## config.mk

```make
export PLATFORM = sky130hd
export DESIGN_NAME = complex_fir_filter
export DESIGN_NICKNAME = d
export VERILOG_FILES = /design/src/rtl/cfir_pkg.sv /design/src/rtl/cfir_mac.sv /design/src/rtl/complex_fir_filter.sv
export SDC_FILE = /design/constraint.sdc
export NUM_CORES = 2
export LEC_CHECK = 0
export BUFFER_PORTS_ARGS = -buffer_cell sky130_fd_sc_hd__buf_2
export CAP_MARGIN = 20
export CORE_UTILIZATION = 60
export CTS_CLUSTER_SIZE = 10
export DETAILED_ROUTE_END_ITERATION = 7
export GPL_TIMING_DRIVEN = 0
export PLACE_DENSITY_LB_ADDON = 0.08
export SYNTH_ARGS = -nofsm -noshare
export SYNTH_HDL_FRONTEND = slang
export SYNTH_SLANG_ARGS = --single-unit
```

## constraint.sdc

```tcl
create_clock -name clk -period 20.2 [get_ports clk]
set_input_delay 4.04 -clock clk [delete_from_list [all_inputs] [get_ports clk]]
set_output_delay 4.04 -clock clk [all_outputs]
set_load 0.02 [all_outputs]
```

## src/rtl/cfir_pkg.sv

```systemverilog
// Package for the complex I/Q FIR filter: function codes, sequencer states,
// datapath control bundle and fixed field widths.
// Depends on nothing; used by cfir_mac and complex_fir_filter.
package cfir_pkg;

  localparam int SAMPLE_W = 16;
  localparam int COEF_W   = 16;
  localparam int INDEX_W  = 5;
  localparam int FUNC_W   = 2;

  // Coefficients are consumed four bits at a time, most significant digit first.
  localparam int DIGIT_W  = 4;
  localparam int DIGITS   = COEF_W / DIGIT_W;
  localparam int DIG_CNT_W = $clog2(DIGITS);
  localparam int PROD_W   = SAMPLE_W + DIGIT_W + 1;
  localparam int MUL_W    = SAMPLE_W + COEF_W;

  localparam int S_TDATA_W = ((2 * SAMPLE_W + INDEX_W + COEF_W + 7) / 8) * 8;
  localparam int M_TDATA_W = 2 * SAMPLE_W;

  typedef enum logic [FUNC_W-1:0] {
    FUNC_PUSH  = 2'd0,
    FUNC_COEF  = 2'd1,
    FUNC_CLEAR = 2'd2,
    FUNC_NONE  = 2'd3
  } func_t;

  typedef enum logic [1:0] {
    ST_IDLE,
    ST_MAC,
    ST_FLUSH,
    ST_ROUND
  } state_t;

  typedef struct packed {
    logic start;        // clear partial product and accumulator
    logic step;         // one digit step of the serial multiply
    logic first_digit;  // step handles the signed top digit
    logic flush;        // add the last partial product
  } mac_ctrl_t;

endpackage

```

## src/rtl/cfir_mac.sv

```systemverilog
// One rail of the filter: digit-serial multiply, accumulate, round and saturate.
// Depends on cfir_pkg for widths and the control bundle.
module cfir_mac #(
  parameter int ACC_W = 37
) (
  input  logic                                 clk,
  input  cfir_pkg::mac_ctrl_t                  ctrl,
  input  logic signed [cfir_pkg::SAMPLE_W-1:0] sample,
  input  logic signed [cfir_pkg::DIGIT_W:0]    digit,
  output logic signed [cfir_pkg::SAMPLE_W-1:0] result,
  output logic                                 clipped
);
  import cfir_pkg::*;

  localparam int RND_W = ACC_W - 15;

  logic signed [PROD_W-1:0] prod;
  logic signed [MUL_W-1:0]  part;
  logic signed [MUL_W-1:0]  part_next;
  logic signed [ACC_W-1:0]  acc;
  logic signed [ACC_W-1:0]  biased;
  logic signed [RND_W-1:0]  shifted;
  logic                     fits;

  assign prod = $signed({{(PROD_W-SAMPLE_W){sample[SAMPLE_W-1]}}, sample})
              * $signed({{(PROD_W-DIGIT_W-1){digit[DIGIT_W]}}, digit});

  // Horner step: shift up a digit and add the new product; top digit loads.
  always_comb begin
    if (ctrl.first_digit) begin
      part_next = MUL_W'(prod);
    end else begin
      part_next = (part <<< DIGIT_W) + MUL_W'(prod);
    end
  end

  always_ff @(posedge clk) begin
    if (ctrl.start) begin
      part <= '0;
      acc  <= '0;
    end else begin
      if (ctrl.step) begin
        part <= part_next;
      end
      if (ctrl.first_digit || ctrl.flush) begin
        acc <= acc + ACC_W'(part);
      end
    end
  end

  // Round half up, then clip to 16 bits.
  assign biased  = acc + ACC_W'(16384);
  assign shifted = RND_W'(biased >>> 15);
  assign fits    = (shifted[RND_W-1:SAMPLE_W-1] == '0) || (shifted[RND_W-1:SAMPLE_W-1] == '1);

  always_comb begin
    clipped = !fits;
    if (fits) begin
      result = shifted[SAMPLE_W-1:0];
    end else if (shifted[RND_W-1]) begin
      result = {1'b1, {(SAMPLE_W-1){1'b0}}};
    end else begin
      result = {1'b0, {(SAMPLE_W-1){1'b1}}};
    end
  end

endmodule

```

## src/rtl/complex_fir_filter.sv

```systemverilog
// Top level of the complex I/Q direct-form FIR filter with shared real taps.
// Depends on cfir_pkg and cfir_mac.
//
// Each input item carries a function in s_tuser. A push item shifts one I/Q
// sample into the delay line and, after the filter sum is formed, produces one
// output item with both rails rounded to Q1.15 and saturated, plus a flag in
// m_tuser that is set when either rail clipped. A coefficient item writes one
// Q1.15 tap (indexes at or above TAPS are ignored), a clear item zeroes the
// delay line, and the unused function code does nothing; none of these give an
// output item. For a push item the delay line and the tap store are rotating
// shift registers that present each tap in turn to a multiplier that consumes
// four coefficient bits per cycle; the flush state then finishes the sum and
// the round state loads the rounded result into the output register, waiting
// while that register still holds an item. Other items take effect when they
// are accepted. A new item is taken only once the previous push has reached
// the output register, which holds the result until the downstream side takes
// it, so the next sum runs while a result waits.
module complex_fir_filter #(
  parameter int TAPS = 32
) (
  input  logic                               clk,
  input  logic                               rst,
  input  logic                               s_tvalid,
  output logic                               s_tready,
  // sample_i [15:0], sample_q [31:16], coef_index [36:32], coef_value [52:37]
  input  logic [cfir_pkg::S_TDATA_W-1:0]     s_tdata,
  // func [1:0]
  input  logic [cfir_pkg::FUNC_W-1:0]        s_tuser,
  output logic                               m_tvalid,
  input  logic                               m_tready,
  // out_i [15:0], out_q [31:16]
  output logic [cfir_pkg::M_TDATA_W-1:0]     m_tdata,
  // saturated [0]
  output logic                               m_tuser
);
  import cfir_pkg::*;

  localparam int TAP_W = $clog2(TAPS);
  localparam int ACC_W = MUL_W + TAP_W;

  state_t state;
  state_t state_next;

  func_t                      func;
  logic signed [SAMPLE_W-1:0] in_i;
  logic signed [SAMPLE_W-1:0] in_q;
  logic [INDEX_W-1:0]         in_index;
  logic signed [COEF_W-1:0]   in_coef;
  logic                       accept;

  // Delay lines: entry 0 is the newest sample. Tap store: entry j is tap j.
  // During a sum both rotate together, so entry 0 always holds a matching pair.
  logic signed [SAMPLE_W-1:0] hist_i [TAPS];
  logic signed [SAMPLE_W-1:0] hist_q [TAPS];
  logic signed [COEF_W-1:0]   coef   [TAPS];

  logic [TAP_W-1:0]     tap_cnt;
  logic [DIG_CNT_W-1:0] dig;
  logic signed [DIGIT_W:0] digit;

  mac_ctrl_t ctrl;
  logic      rotate;
  logic      load_out;

  logic signed [SAMPLE_W-1:0] res_i;
  logic signed [SAMPLE_W-1:0] res_q;
  logic                       clip_i;
  logic                       clip_q;

  assign func     = func_t'(s_tuser);
  assign in_i     = s_tdata[SAMPLE_W-1:0];
  assign in_q     = s_tdata[2*SAMPLE_W-1:SAMPLE_W];
  assign in_index = s_tdata[2*SAMPLE_W+INDEX_W-1:2*SAMPLE_W];
  assign in_coef  = s_tdata[2*SAMPLE_W+INDEX_W+COEF_W-1:2*SAMPLE_W+INDEX_W];
  assign accept   = s_tvalid && s_tready;

  // The top digit of a coefficient carries its sign; the others are unsigned.
  always_comb begin
    if (dig == DIG_CNT_W'(DIGITS-1)) begin
      digit = {coef[0][COEF_W-1], coef[0][COEF_W-1 -: DIGIT_W]};
    end else begin
      digit = {1'b0, coef[0][{dig, 2'b00} +: DIGIT_W]};
    end
  end

  // Next state.
  always_comb begin
    state_next = state;
    case (state)
      ST_IDLE: begin
        if (accept && func == FUNC_PUSH) begin
          state_next = ST_MAC;
        end
      end
      ST_MAC: begin
        if (dig == '0 && tap_cnt == TAP_W'(TAPS-1)) begin
          state_next = ST_FLUSH;
        end
      end
      ST_FLUSH: begin
        state_next = ST_ROUND;
      end
      ST_ROUND: begin
        if (!m_tvalid || m_tready) begin
          state_next = ST_IDLE;
        end
      end
      default: begin
        state_next = ST_IDLE;
      end
    endcase
  end

  // Sequencer outputs.
  always_comb begin
    s_tready         = 1'b0;
    ctrl.start       = 1'b0;
    ctrl.step        = 1'b0;
    ctrl.first_digit = 1'b0;
    ctrl.flush       = 1'b0;
    rotate           = 1'b0;
    load_out         = 1'b0;
    case (state)
      ST_IDLE: begin
        s_tready   = 1'b1;
        ctrl.start = s_tvalid && func == FUNC_PUSH;
      end
      ST_MAC: begin
        ctrl.step        = 1'b1;
        ctrl.first_digit = dig == DIG_CNT_W'(DIGITS-1);
        rotate           = dig == '0;
      end
      ST_FLUSH: begin
        ctrl.flush = 1'b1;
      end
      ST_ROUND: begin
        load_out = !m_tvalid || m_tready;
      end
      default: begin
        s_tready = 1'b0;
      end
    endcase
  end

  always_ff @(posedge clk) begin
    if (rst) begin
      state   <= ST_IDLE;
      tap_cnt <= '0;
      dig     <= DIG_CNT_W'(DIGITS-1);
    end else begin
      state <= state_next;
      if (ctrl.start) begin
        tap_cnt <= '0;
        dig     <= DIG_CNT_W'(DIGITS-1);
      end else if (ctrl.step) begin
        dig <= dig - 1'b1;
        if (rotate) begin
          tap_cnt <= tap_cnt + 1'b1;
        end
      end
    end
  end

  // Delay lines and tap store.
  always_ff @(posedge clk) begin
    if (rst) begin
      for (int k = 0; k < TAPS; k++) begin
        hist_i[k] <= '0;
        hist_q[k] <= '0;
        coef[k]   <= '0;
      end
    end else if (accept && func == FUNC_PUSH) begin
      hist_i[0] <= in_i;
      hist_q[0] <= in_q;
      for (int k = 1; k < TAPS; k++) begin
        hist_i[k] <= hist_i[k-1];
        hist_q[k] <= hist_q[k-1];
      end
    end else if (accept && func == FUNC_CLEAR) begin
      for (int k = 0; k < TAPS; k++) begin
        hist_i[k] <= '0;
        hist_q[k] <= '0;
      end
    end else if (accept && func == FUNC_COEF) begin
      for (int k = 0; k < TAPS; k++) begin
        if (int'(in_index) == k) begin
          coef[k] <= in_coef;
        end
      end
    end else if (rotate) begin
      hist_i[TAPS-1] <= hist_i[0];
      hist_q[TAPS-1] <= hist_q[0];
      coef[TAPS-1]   <= coef[0];
      for (int k = 0; k < TAPS-1; k++) begin
        hist_i[k] <= hist_i[k+1];
        hist_q[k] <= hist_q[k+1];
        coef[k]   <= coef[k+1];
      end
    end
  end

  cfir_mac #(
    .ACC_W(ACC_W)
  ) u_mac_i (
    .clk    (clk),
    .ctrl   (ctrl),
    .sample (hist_i[0]),
    .digit  (digit),
    .result (res_i),
    .clipped(clip_i)
  );

  cfir_mac #(
    .ACC_W(ACC_W)
  ) u_mac_q (
    .clk    (clk),
    .ctrl   (ctrl),
    .sample (hist_q[0]),
    .digit  (digit),
    .result (res_q),
    .clipped(clip_q)
  );

  // Output register: holds a finished item until the downstream side takes it.
  always_ff @(posedge clk) begin
    if (rst) begin
      m_tvalid <= 1'b0;
    end else if (load_out) begin
      m_tvalid <= 1'b1;
    end else if (m_tready) begin
      m_tvalid <= 1'b0;
    end
  end

  always_ff @(posedge clk) begin
    if (load_out) begin
      m_tdata <= {res_q, res_i};
      m_tuser <= clip_i || clip_q;
    end
  end

endmodule
```

Word level (Yosys, flattened, before mapping) --
Memory sizes are Yosys's and may differ from the RTL's. Cells that the tools add are included.
Word-level totals: register bits 181, output and inout bits 35, memories kept 3, RAM bits 1536
Memories:
- coef | words 32, width 16, read ports 32, clocked after Yosys merged registers in 0, wr ports 32, RTL line complex_fir_filter.sv:55 | logic signed [COEF_W-1:0] coef [TAPS];
- hist_i | words 32, width 16, read ports 32, clocked after Yosys merged registers in 0, wr ports 32, RTL line complex_fir_filter.sv:53 | logic signed [SAMPLE_W-1:0] hist_i [TAPS];
- hist_q | words 32, width 16, read ports 32, clocked after Yosys merged registers in 0, wr ports 32, RTL line complex_fir_filter.sv:54 | logic signed [SAMPLE_W-1:0] hist_q [TAPS];
Operators by class: equality and inequality tests 43, add/sub/neg operators 8, bitwise operators 256, shift-type cells 1, multiply operators 2, reductions and logical operators 24, mux-type cells 482
Operators by type and width (count):
- $mux 16 | 260
- $or 1x1->1 | 256
- $mux 1 | 214
- $eq 5x5->1 const B | 17
- $add 37x16->37 const B | 2
- $add 37x32->37 | 2
- $add 32x21->32 | 2
- $mux 32 | 2
- $mul 16x5->21 | 2
- $eq 5x4->1 const B | 8
- $eq 5x3->1 const B | 4
- $shiftx 16x5->4 | 1
- $eq 7x7->1 const B | 2
- $logic_not 7->1 | 2
- $eq 5x2->1 const B | 2
- $eq 2x2->1 const B | 4
- $mux 2 | 4
- $pmux 2 s4 | 1
- $logic_and 1x1->1 | 6
- $logic_not 2->1 | 3
- $ne 2x2->1 const B | 3
- $add 5x1->5 const B | 1
- $eq 5x1->1 const B | 1
- $logic_not 5->1 | 1
- other kinds (9) | 16

Logic depth before layout (Yosys ltp) --
depth after elaboration 11, depth in mapped cells 37

Hierarchy --
From an unflattened synthesis, not the netlist that was laid out.
Unflattened totals: cell total of the unflattened synthesis 6941, area, all modules 83371.2 µm²
By module, submodules not included:
- complex_fir_filter | area an instance 65048.6 µm², times used 1, sequential area each 46834.9 µm², cells an instance 4634
- cfir_mac (u_mac_q) | area an instance 9195.1 µm², times used 1, sequential area each 1381.3 µm², cells an instance 1178
- cfir_mac (u_mac_i) | area an instance 9127.5 µm², times used 1, sequential area each 1381.3 µm², cells an instance 1129

Worst setup path after synthesis --
OpenSTA, ideal clock, no wires.
path kind input port to flip-flop, start point input port s_tvalid, end point memory hist_i[6][4] (netlist: hist_i[0][100]), enable pin, data arrival time 12.969 ns, slack 3.778 ns, buffers on the path 2, cell stages on the path 7, cell sequence nand2_1 -> a21oi_1 -> nor2_1 -> nor2_1 -> clkbuf_1 -> clkbuf_1 -> nand2_1
RTL lines:
- start: declaration | RTL line complex_fir_filter.sv:23 | input logic s_tvalid,
- end: declaration | RTL line complex_fir_filter.sv:53

Worst setup path after layout --
start point register dig[1], end point register u_mac_q.part[31]
Between the ends: cells in the longest elaborated chain, start to end 5
RTL lines:
- start: declaration | RTL line complex_fir_filter.sv:58 | logic [DIG_CNT_W-1:0] dig;
- start signal: assignment | RTL line complex_fir_filter.sv:149 | dig <= DIG_CNT_W'(DIGITS-1);
- start signal: assignment | RTL line complex_fir_filter.sv:154 | dig <= DIG_CNT_W'(DIGITS-1);
- start signal: assignment | RTL line complex_fir_filter.sv:156 | dig <= dig - 1'b1;
- $shiftx 16x5->4 / $eq 2x2->1 (equally long branches) | RTL line complex_fir_filter.sv:82, complex_fir_filter.sv:79, complex_fir_filter.sv:130
- $mux 5 | RTL line complex_fir_filter.sv:79 | if (dig == DIG_CNT_W'(DIGITS-1)) begin
- $mul 16x5->21 | RTL line cfir_mac.sv:26 | * $signed({{(PROD_W-DIGIT_W-1){digit[DIGIT_W]}}, digit});
- $add 32x21->32 | RTL line cfir_mac.sv:33 | part_next = (part <<< DIGIT_W) + MUL_W'(prod);
- $mux 32 (*) | RTL line cfir_mac.sv:30 | if (ctrl.first_digit) begin
- end signal: assignment | RTL line cfir_mac.sv:43 | part <= part_next;
- end: declaration | RTL line cfir_mac.sv:18 | logic signed [MUL_W-1:0] part;
Every way passes the cells marked *; elsewhere a longest branch is shown, timed or not. A chain may end at the register's enable or synchronous reset.

==> impl_metrics.env <==
export IMPL_status="finished clean"
export IMPL_syn_area_um2=82400
export IMPL_fill_cells=10028
export IMPL_crit_path_end_kind="register"
export IMPL_drt_pre_antenna_iters=6
export IMPL_cts_tree="yes"
export IMPL_area_growth_pct=10.8
export IMPL_yosysSeqAreaShare_pct=60.2
export IMPL_wirelength_um=218000
export IMPL_synth_seq_cells=1717
export IMPL_slowest_delay_ns=0.57
export IMPL_rsz0062_at_grt="no"
export IMPL_layout_common_cells="1521 x edfxtp_1, 1037 x nor2_1, 699 x nand2_1"
export IMPL_cts_hold_buf=0
export IMPL_ys_warn_count=0
export IMPL_ctsResizeCount=0
export IMPL_cap_violations=0
export IMPL_crit_arrival_ns=10.70
export IMPL_groute_usage_overall_pct=31.3
export IMPL_cp_max_fo=10
export IMPL_die_h_um=373
export IMPL_clock_root_buffer="clkbuf_16"
export IMPL_ir_worst_vdd_uv=85.2
export IMPL_cp_slowest_cell="clkinv_1"
export IMPL_worst_hold_path_type="register to register"
export IMPL_crit_required_ns=20.91
export IMPL_post_route_drc_count=0
export IMPL_setup_tns_ns=0
export IMPL_synth_edf_count=1521
export IMPL_drtIter0Drc=6947
export IMPL_finalClockSkew_ns=0.0548
export IMPL_layout_drive_gt1_share_pct=5.07
export IMPL_tightest_slew_ns=1.28
export IMPL_design_core_area_um2=136000
export IMPL_clk_latency_ns=0.85
export IMPL_dp_cells=9093
export IMPL_wl_per_cell_um=23.2
export IMPL_fin_cells=9397
export IMPL_finalHoldViolations=0
export IMPL_clock_path_buffers=3
export IMPL_path_class="register to register"
export IMPL_cts_sinks=1717
export IMPL_pin_count=97
export IMPL_avgSynthCellArea_um2=11.5
export IMPL_setup_viol=0
export IMPL_grt_start_max_net_pins=71
export IMPL_dieArea_um2=139000
export IMPL_vias_per_cell=6.30
export IMPL_cp_start_kind="register"
export IMPL_syn_nets=7571
export IMPL_final_min_clock_period_ns=9.99
export IMPL_crit_top_cell="a21oi_1"
export IMPL_nets=7890
export IMPL_antenna_found_initial=13
export IMPL_cts_htree_levels=4
export IMPL_slew_headroom_pct=13.9
export IMPL_port_buffers=89
export IMPL_num_rows=135
export IMPL_slew_violations=0
export IMPL_clk_pin_slew_worst_paths_ns=0.06
export IMPL_timing_final_crit_share_pct=49.4
export IMPL_ys_types=84
export IMPL_hpwlAfterDp_um=160000
export IMPL_via_count=59231
export IMPL_overflow=0
export IMPL_post_cts_buffers=0
export IMPL_grt_pass1_vias=55991
export IMPL_synthCells=7189
export IMPL_powerDensity_nw_per_um2=131
export IMPL_async_flop_share_pct=0
export IMPL_gp_congestion=0.980
export IMPL_p_leak_nw=35.1
export IMPL_ant_nets=0
export IMPL_synth_top_flop_cell="edfxtp_1"
export IMPL_mostFrequentLayoutCell="edfxtp_1"
export IMPL_grt_pass1_wl_um=330000
export IMPL_cts_buffers=194
export IMPL_die_x_um=373
export IMPL_start_util_pct=60.7
export IMPL_fmax_mhz=100
-- metrics by stage --
step	setup WS [ns]	total power [W]	instance area [um^2]	util, %	hold WS [ns]
floorplan	3.78	0.00782	82400	-	0.436
global placement	-1.87	0.00878	85100	62.6	0.443
detailed placement	10.36	0.00879	85800	63.2	0.447
CTS	10.38	0.0120	91300	67.2	0.455
global route	9.73	0.0126	91300	67.3	0.481
finish	10.21	0.0120	91300	67.3	0.452
-- cell families (layout without fill, tap and decap cells) --
family,Yosys count,after routing,share of synthesized area [%]
flops,1717,1717,60.2
buf+inv,745,1164,3.40
mux,23,23,0.296
compound gates,2029,2029,17.3
xor+xnor,176,176,1.88
simple gates,2179,2179,11.1
other cells,0,8,0
fa+ha+maj,320,320,5.81
-- state kept, by name, indices dropped and copies added (netlist names) --
register      flops
state             2
m_tvalid          1
m_tdata          32
u_mac_i.acc      37
coef            512
hist_q          512
u_mac_q.acc      37
tap_cnt           5
dig               2
u_mac_i.part     32
hist_i          512
u_mac_q.part     32
m_tuser           1
-- worst max-delay path, delay by kind of cell (launching register included) --
kind	cells	cell delay, ns
AO/OA/AOI/OAI	16	3.79
adder cells (fa/ha/maj)	6	2.50
buffers and inverters	5	1.57
AND/OR/NAND/NOR	7	1.22
XOR/XNOR	2	0.40
flip-flops	1	0.37
-- layout make-up --
type	instances	area (um^2)	share of cell area (%)
Sequential cell	1717	49600	54.3
Multi-Input combinational cell	4727	30100	33.0
Clock buffer	274	5190	5.69
Tap cell	1781	2230	2.44
Buffer	524	1970	2.16
Timing Repair Buffer	123	1050	1.15
Inverter	221	830	0.908
Clock inverter	22	357	0.390
Antenna cell	8	20.0	0.0219
-- power breakdown --
group	internal (W)	switching, W
Combinational	0.00160	0.00239
Sequential	0.00441	0.000422
Clock	0.00178	0.00141
-- metal layers --
metal  global-route usage (%)  wire (um)  part of all wire [%]
met4                     12.3       8180                   3.8
met2                     47.9      97900                    45
met5                        0         13                0.0060
met3                     5.49      20400                   9.4
met1                     44.7      91200                    42
-- Yosys cell counts (75+ instances only) --
library cell	count	share of area (%)
a21oi_1	519	3.2
a22o_1	545	5.8
a22oi_1	488	4.4
and2_1	109	0.83
clkbuf_1	496	2.3
dfxtp_1	196	4.8
edfxtp_1	1521	55
fa_1	104	2.5
ha_1	216	3.3
inv_1	220	1.0
nand2_1	704	3.2
nor2_1	1037	4.7
nor3_1	75	0.46
o21ai_0	163	0.99
xnor2_1	113	1.2
-- path summary, 6_finish.rpt --
path                                    start                             to  slack (ns)  cells after the start
hold reg to reg   u_mac_i.acc[0]$_SDFFE_PP0P_    u_mac_i.acc[0]$_SDFFE_PP0P_        0.45                      2
setup reg to reg          dig[1]$_SDFFE_PP1P_  u_mac_q.part[31]$_SDFFE_PP0P_       10.21                     36
hold / removal    u_mac_i.acc[0]$_SDFFE_PP0P_    u_mac_i.acc[0]$_SDFFE_PP0P_        0.45                      2
setup / recovery          dig[1]$_SDFFE_PP1P_  u_mac_q.part[31]$_SDFFE_PP0P_       10.21                     36
Power figures use the tool's default switching activity.
